`src/rtl/core/stop_and_wait_link_client_unit_assert.svh`:
```
// assertion macros used by the link client back part
`ifndef STOP_AND_WAIT_LINK_CLIENT_UNIT_ASSERT_SVH
`define STOP_AND_WAIT_LINK_CLIENT_UNIT_ASSERT_SVH

// antecedent implies consequent in the same cycle
`define SWLC_ASSERT_NOW(label, ante, cons) \
    label: assert property (@(posedge i_clk) disable iff (!i_rst_n) \
        (ante) |-> (cons)) else $error("link client check failed");

// antecedent implies consequent in the next cycle
`define SWLC_ASSERT_NEXT(label, ante, cons) \
    label: assert property (@(posedge i_clk) disable iff (!i_rst_n) \
        (ante) |=> (cons)) else $error("link client check failed");

`endif

```
`src/rtl/core/swlc_pkg.sv`:
```
// shared types, codes and helpers of the stop-and-wait link client
package swlc_pkg;

    // action codes of an input item
    localparam logic [2:0] ACT_OPEN       = 3'd0;
    localparam logic [2:0] ACT_CLOSE      = 3'd1;
    localparam logic [2:0] ACT_COMMAND    = 3'd2;
    localparam logic [2:0] ACT_RX_CONNECT = 3'd3;
    localparam logic [2:0] ACT_RX_STATUS  = 3'd4;
    localparam logic [2:0] ACT_RX_CLOSE   = 3'd5;
    localparam logic [2:0] ACT_TICK       = 3'd6;

    // link states
    localparam logic [1:0] LINK_DISC = 2'd0;
    localparam logic [1:0] LINK_HAND = 2'd1;
    localparam logic [1:0] LINK_CONN = 2'd2;

    // packet types
    localparam logic [1:0] PKT_CONNECT = 2'd0;
    localparam logic [1:0] PKT_ACTION  = 2'd1;
    localparam logic [1:0] PKT_CLOSE   = 2'd2;

    // result kinds
    localparam logic KIND_PACKET  = 1'b0;
    localparam logic KIND_OUTCOME = 1'b1;

    // command outcomes
    localparam logic [1:0] OUT_ACKED  = 2'd0;
    localparam logic [1:0] OUT_NO_ACK = 2'd1;
    localparam logic [1:0] OUT_BEYOND = 2'd2;

    // configuration register indexes and reset values
    localparam logic CFG_ACK_TIMEOUT  = 1'b0;
    localparam logic CFG_MAX_ATTEMPTS = 1'b1;
    localparam logic [15:0] RST_ACK_TIMEOUT  = 16'd5000;
    localparam logic [2:0]  RST_MAX_ATTEMPTS = 3'd5;

    localparam logic [31:0] CHAL_INVERT = 32'hFFFF_FFFF;

    // job queue between front and back
    localparam int QDEPTH = 4;
    localparam int QAW    = $clog2(QDEPTH);
    localparam int QCW    = $clog2(QDEPTH + 1);

    typedef struct packed {
        logic [2:0]  action;
        logic [7:0]  peer_id;
        logic [7:0]  command_code;
        logic        rx_flag_syn;
        logic        rx_flag_ack;
        logic        rx_flag_nak;
        logic [15:0] rx_seq;
        logic [31:0] rx_challenge;
    } t_in_item;

    typedef struct packed {
        logic        result_kind;
        logic [1:0]  packet_type;
        logic [7:0]  destination;
        logic        flag_syn;
        logic        flag_ack;
        logic [15:0] packet_seq;
        logic [31:0] packet_word;
        logic [1:0]  outcome;
        logic        last;
    } t_out_item;

    // one queued job: its first result, and whether a no-ack outcome follows
    typedef struct packed {
        logic      two;
        t_out_item first;
    } t_job;

    // push side of the job queue
    typedef struct packed {
        logic valid;
        t_job job;
    } t_job_push;

    function automatic t_out_item mk_packet(logic [1:0] ptype, logic [7:0] dest,
                                            logic syn, logic ack,
                                            logic [15:0] seq, logic [31:0] word);
        t_out_item r;
        r.result_kind = KIND_PACKET;
        r.packet_type = ptype;
        r.destination = dest;
        r.flag_syn    = syn;
        r.flag_ack    = ack;
        r.packet_seq  = seq;
        r.packet_word = word;
        r.outcome     = OUT_ACKED;
        r.last        = 1'b1;
        return r;
    endfunction

    function automatic t_out_item mk_outcome(logic [1:0] oc);
        t_out_item r;
        r             = '0;
        r.result_kind = KIND_OUTCOME;
        r.outcome     = oc;
        r.last        = 1'b1;
        return r;
    endfunction

endpackage

```
`src/rtl/core/swlc_front.sv`:
```
// front part: accepts items, keeps link state and queues a job for items with results
module swlc_front (
    input  logic                 i_clk,
    input  logic                 i_rst_n,
    input  logic                 i_accept,
    input  swlc_pkg::t_in_item   i_item,
    input  logic                 i_cfg_we,
    input  logic                 i_cfg_idx,
    input  logic [15:0]          i_cfg_data,
    output swlc_pkg::t_job_push  o_push
);
    import swlc_pkg::*;

    logic [15:0] r_timeout,  n_timeout;
    logic [2:0]  r_max_att,  n_max_att;
    logic [1:0]  r_link,     n_link;
    logic [15:0] r_next_seq, n_next_seq;
    logic [7:0]  r_partner,  n_partner;
    logic        r_awaiting, n_awaiting;
    logic [2:0]  r_attempts, n_attempts;
    logic [15:0] r_timer,    n_timer;
    logic [15:0] r_best_ack, n_best_ack;
    logic        r_best_ok,  n_best_ok;
    logic [7:0]  r_held,     n_held;

    logic [15:0] timer_inc;
    logic [2:0]  att_inc;
    logic        do_judge;
    logic [15:0] judge_ack;
    t_job_push   push;

    assign timer_inc = r_timer + 16'd1;
    assign att_inc   = r_attempts + 3'd1;

    // configuration writes
    always_comb begin
        n_timeout = r_timeout;
        n_max_att = r_max_att;
        if (i_cfg_we) begin
            case (i_cfg_idx)
                CFG_ACK_TIMEOUT:  n_timeout = i_cfg_data;
                CFG_MAX_ATTEMPTS: n_max_att = i_cfg_data[2:0];
                default: ;
            endcase
        end
    end

    // item classification and state update
    always_comb begin
        n_link     = r_link;
        n_next_seq = r_next_seq;
        n_partner  = r_partner;
        n_awaiting = r_awaiting;
        n_attempts = r_attempts;
        n_timer    = r_timer;
        n_best_ack = r_best_ack;
        n_best_ok  = r_best_ok;
        n_held     = r_held;
        push       = '0;
        do_judge   = 1'b0;
        judge_ack  = 16'd0;

        if (i_accept) begin
            case (i_item.action)
                ACT_OPEN: begin
                    if (r_link == LINK_DISC) begin
                        push.valid = 1'b1;
                        push.job.first = mk_packet(PKT_CONNECT, i_item.peer_id, 1'b1,
                                                   1'b0, r_next_seq, 32'd0);
                        n_partner  = i_item.peer_id;
                        n_link     = LINK_HAND;
                        n_next_seq = r_next_seq + 16'd1;
                    end
                end
                ACT_CLOSE: begin
                    push.valid = 1'b1;
                    push.job.first = mk_packet(PKT_CLOSE, r_partner, 1'b0, 1'b1,
                                               r_next_seq, 32'd0);
                    n_link     = LINK_DISC;
                    n_next_seq = 16'd0;
                    n_awaiting = 1'b0;
                end
                ACT_COMMAND: begin
                    if (!r_awaiting) begin
                        n_held     = i_item.command_code;
                        n_awaiting = 1'b1;
                        n_attempts = 3'd0;
                        n_timer    = 16'd0;
                        n_best_ack = 16'd0;
                        n_best_ok  = 1'b0;
                        push.valid = 1'b1;
                        push.job.first = mk_packet(PKT_ACTION, r_partner, 1'b0, 1'b0,
                                                   r_next_seq,
                                                   {24'd0, i_item.command_code});
                    end
                end
                ACT_RX_CONNECT: begin
                    if (r_link == LINK_HAND && i_item.rx_flag_syn && i_item.rx_flag_ack) begin
                        push.valid = 1'b1;
                        push.job.first = mk_packet(PKT_CONNECT, r_partner, 1'b0, 1'b1,
                                                   16'd0, i_item.rx_challenge ^ CHAL_INVERT);
                        n_link = LINK_CONN;
                    end
                end
                ACT_RX_STATUS: begin
                    if (!i_item.rx_flag_nak && r_awaiting) begin
                        if (!r_best_ok || i_item.rx_seq > r_best_ack) begin
                            n_best_ack = i_item.rx_seq;
                        end
                        n_best_ok = 1'b1;
                    end
                end
                ACT_RX_CLOSE: begin
                    n_next_seq = 16'd0;
                    n_link     = LINK_DISC;
                    n_partner  = 8'd0;
                end
                ACT_TICK: begin
                    if (r_awaiting) begin
                        if (r_best_ok) begin
                            do_judge  = 1'b1;
                            judge_ack = r_best_ack;
                        end else begin
                            n_timer = timer_inc;
                            if (timer_inc >= r_timeout) begin
                                do_judge = 1'b1;
                            end
                        end
                    end
                end
                default: ;
            endcase
        end

        // judge the collected ack at the end of a wait
        if (do_judge) begin
            n_attempts = att_inc;
            n_timer    = 16'd0;
            n_best_ok  = 1'b0;
            n_best_ack = 16'd0;
            push.valid = 1'b1;
            if (judge_ack > r_next_seq) begin
                n_awaiting = 1'b0;
                push.job.first = mk_outcome(OUT_BEYOND);
            end else if (judge_ack == r_next_seq) begin
                n_awaiting = 1'b0;
                n_next_seq = r_next_seq + 16'd1;
                push.job.first = mk_outcome(OUT_ACKED);
            end else if (att_inc >= r_max_att) begin
                push.job.first = mk_packet(PKT_CLOSE, r_partner, 1'b0, 1'b1,
                                           r_next_seq, 32'd0);
                push.job.first.last = 1'b0;
                push.job.two = 1'b1;
                n_link     = LINK_DISC;
                n_next_seq = 16'd0;
                n_awaiting = 1'b0;
            end else begin
                push.job.first = mk_packet(PKT_ACTION, r_partner, 1'b0, 1'b0,
                                           r_next_seq, {24'd0, r_held});
            end
        end
    end

    // state registers
    always_ff @(posedge i_clk) begin
        if (!i_rst_n) begin
            r_timeout  <= RST_ACK_TIMEOUT;
            r_max_att  <= RST_MAX_ATTEMPTS;
            r_link     <= LINK_DISC;
            r_next_seq <= 16'd0;
            r_partner  <= 8'd0;
            r_awaiting <= 1'b0;
            r_attempts <= 3'd0;
            r_timer    <= 16'd0;
            r_best_ack <= 16'd0;
            r_best_ok  <= 1'b0;
            r_held     <= 8'd0;
        end else begin
            r_timeout  <= n_timeout;
            r_max_att  <= n_max_att;
            r_link     <= n_link;
            r_next_seq <= n_next_seq;
            r_partner  <= n_partner;
            r_awaiting <= n_awaiting;
            r_attempts <= n_attempts;
            r_timer    <= n_timer;
            r_best_ack <= n_best_ack;
            r_best_ok  <= n_best_ok;
            r_held     <= n_held;
        end
    end

    assign o_push = push;

endmodule

```
`src/rtl/core/swlc_back.sv`:
```
// back part: job queue and expansion of each job into its result items
`include "stop_and_wait_link_client_unit_assert.svh"
module swlc_back (
    input  logic                 i_clk,
    input  logic                 i_rst_n,
    input  swlc_pkg::t_job_push  i_push,
    output logic                 o_full,
    input  logic                 i_pop,
    output logic                 o_empty,
    output swlc_pkg::t_out_item  o_item
);
    import swlc_pkg::*;

    t_job           r_mem [QDEPTH];
    logic [QAW-1:0] r_wr, r_rd;
    logic [QCW-1:0] r_count;
    logic           r_second;

    t_job head;
    logic push_acc;
    logic pop_acc;
    logic job_done;

    assign head     = r_mem[r_rd];
    assign o_full   = (r_count == QCW'(QDEPTH));
    assign o_empty  = (r_count == '0);
    assign push_acc = i_push.valid && !o_full;
    assign pop_acc  = i_pop && !o_empty;
    assign job_done = pop_acc && (r_second || !head.two);

    // result on the ports: first result of the head job, or its trailing no-ack
    assign o_item = r_second ? mk_outcome(OUT_NO_ACK) : head.first;

    // queue storage
    always_ff @(posedge i_clk) begin
        if (push_acc) begin
            r_mem[r_wr] <= i_push.job;
        end
    end

    // pointers, fill count and result index within the job
    always_ff @(posedge i_clk) begin
        if (!i_rst_n) begin
            r_wr     <= '0;
            r_rd     <= '0;
            r_count  <= '0;
            r_second <= 1'b0;
        end else begin
            if (push_acc) begin
                r_wr <= r_wr + QAW'(1);
            end
            if (job_done) begin
                r_rd <= r_rd + QAW'(1);
            end
            case ({push_acc, job_done})
                2'b10:   r_count <= r_count + QCW'(1);
                2'b01:   r_count <= r_count - QCW'(1);
                default: r_count <= r_count;
            endcase
            if (pop_acc) begin
                r_second <= !job_done;
            end
        end
    end

    // checks on the queue and the expander
    `SWLC_ASSERT_NOW(a_second_has_job, r_second, (r_count != '0) && head.two)
    `SWLC_ASSERT_NEXT(a_push_grows, push_acc && !job_done, r_count == $past(r_count) + QCW'(1))
    `SWLC_ASSERT_NEXT(a_done_clears_second, job_done, !r_second)
    `SWLC_ASSERT_NOW(a_count_bound, 1'b1, r_count <= QCW'(QDEPTH))

endmodule

```
`src/rtl/core/stop_and_wait_link_client_unit.sv`:
```
// top level of the stop-and-wait link client
// Usage:
//   Input channel: drive i_item and raise push; the item is taken at a clock edge
//   where push is high and full is low. Items are open, close, command,
//   received connect/status/close packets and timer ticks.
//   Result channel: while empty is low the oldest result is on o_item; it is taken
//   at a clock edge where pop is high. A result is a packet to send or the outcome
//   of a command; field last marks the final result of one input item.
//   Configuration: i_cfg_we with i_cfg_idx (0 ack timeout, 1 max attempts) and
//   i_cfg_data writes a register at the clock edge; write only while idle.
// Timing:
//   The front updates the link state in the cycle an item is taken and queues a
//   job; its first result shows on o_item at the head. One item per cycle is taken
//   while full is low. A job with two results (close packet then no-ack outcome)
//   occupies the result side for two pops. A four-entry job queue decouples the
//   two sides; when the receiver stalls, full rises once four jobs are waiting.
// Reset: synchronous, active low; link disconnected, counters zero, queue empty,
//   ack timeout 5000 ticks, max attempts 5.
module stop_and_wait_link_client_unit (
    input  logic                 i_clk,
    input  logic                 i_rst_n,
    input  logic                 push,
    output logic                 full,
    input  swlc_pkg::t_in_item   i_item,
    output logic                 empty,
    input  logic                 pop,
    output swlc_pkg::t_out_item  o_item,
    input  logic                 i_cfg_we,
    input  logic                 i_cfg_idx,
    input  logic [15:0]          i_cfg_data
);
    import swlc_pkg::*;

    t_job_push job_push;
    logic      accept;

    assign accept = push && !full;

    // front: state and classification
    swlc_front u_front (
        .i_clk      (i_clk),
        .i_rst_n    (i_rst_n),
        .i_accept   (accept),
        .i_item     (i_item),
        .i_cfg_we   (i_cfg_we),
        .i_cfg_idx  (i_cfg_idx),
        .i_cfg_data (i_cfg_data),
        .o_push     (job_push)
    );

    // back: job queue and result expansion
    swlc_back u_back (
        .i_clk   (i_clk),
        .i_rst_n (i_rst_n),
        .i_push  (job_push),
        .o_full  (full),
        .i_pop   (pop),
        .o_empty (empty),
        .o_item  (o_item)
    );

endmodule
```
`config.mk`:
```
export PLATFORM = sky130hd
export DESIGN_NAME = stop_and_wait_link_client_unit
export DESIGN_NICKNAME = d
export VERILOG_FILES = /design/src/rtl/core/swlc_pkg.sv /design/src/rtl/core/swlc_front.sv /design/src/rtl/core/swlc_back.sv /design/src/rtl/core/stop_and_wait_link_client_unit.sv
export VERILOG_INCLUDE_DIRS = /design/src /design/src/rtl/core
export SDC_FILE = /design/constraint.sdc
export NUM_CORES = 1
export LEC_CHECK = 0
export ABC_AREA = 0
export BUFFER_PORTS_ARGS = -buffer_cell sky130_fd_sc_hd__buf_4
export CAP_MARGIN = 15
export CORE_MARGIN = 5
export CORE_UTILIZATION = 25
export DETAILED_ROUTE_END_ITERATION = 8
export GPL_TIMING_DRIVEN = 0
export PLACE_DENSITY_LB_ADDON = 0.12
export SYNTH_ARGS = -nofsm -noshare
export SYNTH_HDL_FRONTEND = slang
export SYNTH_SLANG_ARGS = --single-unit
export TNS_END_PERCENT = 100
```
`constraint.sdc`:
```
create_clock -name i_clk -period 9.65 [get_ports i_clk]
set_input_delay 1.4475 -clock i_clk [delete_from_list [all_inputs] [get_ports i_clk]]
set_output_delay 1.4475 -clock i_clk [all_outputs]
set_load 0.01 [all_outputs]
```
==> results of run 1 <==
## worst register-to-register path, delay by kind of cell, from the launching register on
| kind | cells | cell delay, ns |
|---|---|---|
| AO/OA/AOI/OAI | 4 | 1.33 |
| flip-flops | 1 | 0.41 |
| adder cells (fa/ha/maj) | 3 | 0.95 |
| XOR/XNOR | 2 | 0.38 |
| AND/OR/NAND/NOR | 8 | 1.64 |
| buffers and inverters | 4 | 0.63 |
## kinds of logic (layout without fill, tap and decap cells)
group,Yosys count,after routing,share of synthesized area (%)
AND/OR/NAND/NOR,374,374,12.0
flip-flops,356,356,60.7
multiplexers,68,68,9.30
AO/OA/AOI/OAI,199,199,8.80
buffers and inverters,122,364,3.19
other,0,1,0
XOR/XNOR,21,21,1.15
adder cells (fa/ha/maj),61,61,4.83
## final timing paths
path / from / to / slack (ns) / cells after the start
worst max-delay path: i_item[68] / u_back.r_mem[1][8] / 4.10 / 16
worst min-delay path: u_front.r_next_seq[10] / u_front.r_next_seq[10] / 0.44 / 1
worst max register to register: u_front.r_timer[0] / u_back.r_count[2] / 4.22 / 21
worst min register to register: u_front.r_next_seq[10] / u_front.r_next_seq[10] / 0.44 / 1
## sequential cells by signal, summed over array words and instances, names as in the netlist, 2 cells and up, named ones only
signal and flops:
u_front.r_best_ack 16, u_front.r_attempts 3, u_back.r_rd 2, u_front.r_timer 16, u_front.r_partner 8, u_front.r_held 8
u_back.r_count 3, u_back.r_wr 2, u_front.r_link 2, u_front.r_timeout 16, u_front.r_max_att 3, u_front.r_next_seq 16
u_back.r_mem 256
## synthesized netlist by cell type (26+ instances only)
| master | number | area [sq um] |
|---|---|---|
| ha_1 | 60 | 751 |
| and3_1 | 27 | 169 |
| and2_1 | 64 | 400 |
| o21ai_0 | 26 | 130 |
| a21oi_1 | 53 | 265 |
| edfxtp_1 | 256 | 7690 |
| nand2_1 | 76 | 285 |
| a22o_1 | 34 | 298 |
| clkbuf_1 | 43 | 161 |
| nor2_1 | 87 | 327 |
| mux4_2 | 64 | 1440 |
| dfxtp_1 | 100 | 2000 |
| inv_1 | 60 | 225 |
## area by class of cell
| type | count | share of cell area (%) |
|---|---|---|
| sequential | 356 | 49.2 |
| multi-input combinational | 723 | 29.4 |
| timing repair buffer | 161 | 6.73 |
| clock buffer | 58 | 6.01 |
| tap | 846 | 5.37 |
| buffer | 62 | 1.44 |
| inverter | 60 | 1.14 |
| clock inverter | 23 | 0.737 |
| antenna | 1 | 0.0127 |
## routing by layer
metal | wire (microns) | GRT usage [%] | vias to the layer above
li1 | - | - | 4946
met1 | 19200 | 15.4 | 5068
met2 | 21400 | 21.1 | 180
met3 | 2060 | 2.87 | 50
met4 | 728 | 2.98 | 4
met5 | 15 | 0 | -
## stage by stage
stage	cell area (sq um)	worst slack, ns	hold slack [ns]
2_1_floorplan	16000	3.56	0.412
3_3_place_gp	18200	-0.0331	0.429
3_5_place_dp	18400	3.46	0.429
4_1_cts	19700	4.04	0.440
5_1_grt	19700	3.68	0.474
6_report	19700	4.10	0.438
## where the power goes
group | total (W) | internal [W] | switching [W]
Clock | 0.00151 | 0.000866 | 0.000648
Sequential | 0.00165 | 0.00164 | 0.00000661
Combinational | 0.000214 | 0.000103 | 0.000111
Total | 0.00338 | 0.00261 | 0.000766
## cell usage in the layout (no fill, tap or decap), types with 24 or more instances in the layout
master / n
edfxtp_1: 256
buf_4: 156
dfxtp_1: 100
nor2_1: 87
nand2_1: 76
mux4_2: 64
and2_1: 64
inv_1: 60
ha_1: 60
clkbuf_1: 54
a21oi_1: 53
clkbuf_16: 44
a22o_1: 34
and3_1: 27
o21ai_0: 26
nor3_1: 25
nand3_1: 24
==> impl_results.md, run 1 <==
- Crit-path slowest cell: or4_1
- CTS Buf Count: between 40 and 50
- PortBufs: 154
- Critical path fanouts, max: 10
- Total grt overflow: 0
- Critical Path RT: between 10 and 15 ns
- Placed cell count: around 2.2k
- Net count after synthesis: between 1k and 1.5k
- Final core occ: between 30% and 40%
- Netlist cell types: 62
- Setup violators final: 0
- Clk slew on worst S/H paths: roughly 0.050 ns
- Layout area overhead: 23.4%
- Die area: ~69000 sq um
- CTS tree: yes
- CP delay by family, top: simple AND/OR/NAND/NOR gates
- Syn Std Cell Area: between 15000 and 20000 sq um
- Setup CP Type: in2reg
- Setup_tns: 0 ns
- CTS H-tree depth: 2
- Synth Register Bits: 356
- Starting Density: around 25%
- Pin count of the biggest net entering global routing: 47
- Cells after synthesis: around 1.2k
- # rows: 92
- # DRC: 0
- # Max-Cap Violations: 0
- Nets: roughly 1.6k
- Post-synth EDFFs: 256
- DR WL/cell: between 15 and 20 microns
- Via count: roughly 10k
- Avg Inst Size Synth: roughly 13 sq um
- Num ports: 158
- DIE HEIGHT: ~260 microns
- Non-filler cells, final: approximately 2.3k
- Die X: 263 microns
- Pwr/cell area: about 170 nW/um^2
- Crit path launch type: input port
- Slowest stage delay, CP: 0.58 ns
- Clk sinks: 356
- Asr flop ratio synth: 0%
- Detail Placement HPWL: ~30000 microns
- CP Capture Type: flip-flop
- CP bufs+invs: 3
- Drt total wl: between 40000 and 50000 microns
- GPL Wtd Cong: between 0.7 and 0.8
- CP dominant cell by count: nor2_1
- RSZ-0062 raised after global routing: false
- Synth Flop Type: edfxtp_1
- Crit path time final: roughly 5.5 ns
- Power Total: 0.00338 W
- Tightest Hold Check Type: reg2reg
- Multi-input gate area: 5780 sq um
- Leakage Power: just over 7 nW
- Fin. Hold Viols: 0
- Vias in the first global route: about 11k
- Seq/Total Area, Yosys: 60.7%
- Clk_lat worst skew: roughly 0.58 ns
- Core footprint: between 60000 and 70000 sq um
- First-pass GRT wire length: between 60000 and 70000 microns
- Layout cells sized above 1: approximately 22%
- Post-DR vias/cell: approximately 4.5
- Initial antenna violation count: 4
- Final worst path period share: around 58%
- Max Clock Skew: about 0.026 ns
- Max Fclk: about 180 MHz
- Setup bufs post-CTS: 0
- Tot GR Track Use: 12.2%
- Peak supply drop: 0.0982 mV
- Synth Warn #: 0
- Drt first pass iters: 5
- Pins Over Slew Limit: 0
- CTS max path bufs: 3
- Slew @ Worst Pin: around 1.0 ns
- Hold buffers post-CTS: 0
- Outcome: finished, final reports clean
- PostCTS Resize Cnt: 0
- Filler instances: between 6k and 7k
- Clock Root Buffer: clkbuf_16
- ANT nets after route: 0
- Register Area: around 9700 sq um
- CP cell instances: buf_2 -> inv_1 -> nor2_1 -> nand2_1 -> nor2_1 -> clkbuf_1 -> and3_1 -> ha_1 -> a41o_1 -> a21oi_1 -> o22ai_1 -> or4_1 -> nor2_1 -> nand2_1 -> nor2_1 -> a22o_1
- First DRT Iteration DRCs: roughly 410
- Max-slew headroom: a little under a third
- Data arrival, critical path: 5.93 ns
(Power assumes the default switching activity.)
==> inputs of run 2 (changes only) <==
==> constraint.sdc (replaced) <==
create_clock -name i_clk -period 5.15 [get_ports i_clk]
set_input_delay 0.7725 -clock i_clk [delete_from_list [all_inputs] [get_ports i_clk]]
set_output_delay 0.7725 -clock i_clk [all_outputs]
set_load 0.01 [all_outputs]
==> run 2 against run 1 <==
Against the previous run:
- design area is 0.12% higher
- combinational power grew 87%
- clock skew fell by 0.00087 ns
- critical path depth grew 4
- highest routed layer unchanged
- critical path type is now reg2reg
- largest cell class unchanged
==> impl_results.md, run 2 (synthesis results as in run 1) <==
- Final worst setup slack: 0.256 ns (-3.84 ns)
- Reg-to-Reg End: u_back.r_count[2]
- Drt total wl: 43400 microns (about the same)
- Die area: 69000 sq um (unchanged)
- R2R depth: 20 (-4.8%)
- Worst setup path endpoint: u_back.r_count[2]
- Crit path time final: between 4 and 5 ns
- Fin. Hold Viols: 0 (unchanged)
- Detail Placement HPWL: 30300 microns (unchanged)
- Largest Register: u_back.r_mem
- Clk_lat worst skew: 0.58 ns (about the same)
- Clock Root Buffer: clkbuf_16
- Nets: 1560 (-0.064%)
- Drt first pass iters: 5 (unchanged)
- Outcome: finished, final reports clean
- GPL Wtd Cong: 0.774 (unchanged)
- CP delay by family, top: simple AND/OR/NAND/NOR gates
- Most frequent cells in the layout: edfxtp_1 (256), buf_4 (157), dfxtp_1 (100)
- CP Capture Type: flip-flop
- CP Depth: 20 (+4)
- Vias in the first global route: 10.7k (+0.047%)
- Hold buffers post-CTS: 0 (unchanged)
- ANT nets after route: 0 (unchanged)
- Via count: 10.3k (+0.23%)
- Most common cell after layout, fill and taps aside: edfxtp_1
- Leakage Power: 7.08 nW (+0.11%)
- Design area: 19700 sq um (+0.12%)
- Worst reg2reg setup slack: 0.26 ns (-3.96 ns)
- Pre-CTS setup slack: -0.367 ns (-3.82 ns)
- Peak supply drop: 0.184 mV (+87%)
- Max Clock Skew: 0.0254 ns (-0.000866 ns)
- CP bufs+invs: 3 (unchanged)
- Tot GR Track Use: 12.2% (about the same)
- Worst setup startpoint: u_front.r_timer[0]
- Critical Path RT: 5.63 ns (-4.40 ns)
- DR WL/cell: 18.9 microns (about the same)
- Non-filler cells, final: 2289 (-0.044%)
- Clk slew on worst S/H paths: 0.06 ns (about the same)
- CP cell instances: nand3_1 -> nor2_2 -> and3_1 -> and3_4 -> nand3_1 -> xnor2_1 -> ha_1 -> and4_1 -> a221o_1 -> a311o_1 -> and3_1 -> buf_6 -> buf_6 -> a211oi_4 -> ha_1 -> inv_1 -> fa_1 -> xor2_1 -> or3_1 -> a21oi_1
- Starting Density: 25.3% (unchanged)
- Core footprint: 63200 sq um (unchanged)
- Max-slew headroom: 29.8% (-0.35 points)
- Slowest stage delay, CP: 0.41 ns (-0.17 ns)
- Setup violators final: 0 (unchanged)
- Crit path launch type: flip-flop
- Total grt overflow: 0 (unchanged)
- Final worst path period share: 95.0%
- Pins Over Slew Limit: 0 (unchanged)
- Max reg flops: 256 (unchanged)
- DIE HEIGHT: 263 microns (unchanged)
- Critical path fanouts, max: 10 (unchanged)
- Initial antenna violation count: 4 (unchanged)
- # DRC: 0 (unchanged)
- CTS Buf Count: 44 (unchanged)
- Die X: 263 microns (unchanged)
- CTS tree: yes
- Pwr/cell area: 321 nW/um^2 (+87%)
- Final core occ: 31.2% (+0.038 points)
- Layout cells sized above 1: 22.5% (+0.57 points)
- Pin count of the biggest net entering global routing: 47 (unchanged)
- Setup_tns: 0 ns (unchanged)
- Placed cell area: 18400 sq um (unchanged)
- RSZ-0062 raised after global routing: true
- # Max-Cap Violations: 0 (unchanged)
- Layout area overhead: 23.6%
- Num ports: 158 (unchanged)
- Filler instances: 6340 (unchanged)
- Crit-path slowest cell: dfxtp_1
- Clk sinks: 356 (unchanged)
- Max Fclk: ~200 MHz
- Placed cell count: 2208 (unchanged)
- CTS H-tree depth: 2 (unchanged)
- Post-DR vias/cell: 4.49 (+0.28%)
- Slew @ Worst Pin: 1.04 ns (+0.00521 ns)
- PortBufs: 154 (unchanged)
- Data arrival, critical path: 5.38 ns (-0.55 ns)
- CTS max path bufs: 3 (unchanged)
- FF-to-FF Start: u_front.r_timer[0]
- # rows: 92 (unchanged)
- First DRT Iteration DRCs: 400 (-3.1%)
- Tightest Hold Check Type: in2reg
- First-pass GRT wire length: 65800 microns (about the same)
- Setup CP Type: reg2reg
run 2: cell types whose count changed in the layout (fill, tap and decap cells not counted), sizes merged:
cell    change
clkbuf      -2
buf         +1
run 2: stage by stage:
| step | total power [W] | hold slack, ns |
|---|---|---|
| after global placement | 0.00355 | 0.429 |
| after detailed placement | 0.00356 | 0.429 |
| final | 0.00632 | 0.426 |
| after CTS | 0.00646 | 0.387 |
| after floorplan | 0.00335 | 0.412 |
| after global routing | 0.00660 | 0.405 |
run 2: how the worst min path moves through the flow:
stage                                      start                endpoint  cells past startpoint
after floorplan           u_front.r_next_seq[10]  u_front.r_next_seq[10]                      1
after global placement    u_front.r_next_seq[10]  u_front.r_next_seq[10]                      1
after detailed placement  u_front.r_next_seq[10]  u_front.r_next_seq[10]                      1
after CTS                          i_cfg_data[3]    u_front.r_timeout[3]                      3
after global routing                  i_item[32]   u_front.r_best_ack[0]                      2
final                              i_cfg_data[3]    u_front.r_timeout[3]                      3
run 2: where the power goes:
part           switching, W  internal (W)  leakage (nW)  total (W)
logic              0.000208      0.000193          3.10   0.000401
clock network       0.00121       0.00162         0.654    0.00284
registers         0.0000124       0.00307          3.33    0.00309
total               0.00143       0.00489          7.08    0.00632
run 2: area by class of cell:
cell class              count  area [sq um]  share of cell area, %
inverters                  60           225                   1.14
flip-flops and latches    356          9690                   49.1
clock buffers              58          1180                   6.00
diodes                      1          2.50                 0.0127
well taps                 846          1060                   5.37
clock inverters            23           145                  0.736
plain buffers              60           277                   1.40
multi-input cells         723          5800                   29.4
repair buffers            162          1330                   6.76
run 2: routing by layer:
| metal | vias to the layer above | wire length [microns] | GRT usage (%) |
|---|---|---|---|
| li1 | 4945 | - | - |
| met1 | 5103 | 19100 | 15.4 |
| met2 | 170 | 21500 | 21.1 |
| met3 | 50 | 2000 | 2.87 |
| met4 | 4 | 718 | 2.98 |
| met5 | - | 15 | 0 |
run 2: timing repair:
| item | 4_1_cts | 5_1_grt |
|---|---|---|
| resized for setup | 0 | 8 |
| pin swaps | 1 | 0 |
| buffers inserted | 1 | 0 |
| endpoints found under the setup margin | 2 | 122 |
run 2: worst register-to-register path: stages (launching register included):
cell	delay, ns
dfxtp_1	0.41
nand3_1	0.17
nor2_2	0.18
and3_1	0.26
and3_4	0.26
nand3_1	0.10
xnor2_1	0.22
ha_1	0.28
and4_1	0.21
a221o_1	0.37
a311o_1	0.34
and3_1	0.18
buf_6	0.14
buf_6	0.15
a211oi_4	0.26
ha_1	0.23
inv_1	0.06
fa_1	0.37
xor2_1	0.16
or3_1	0.31
a21oi_1	0.15
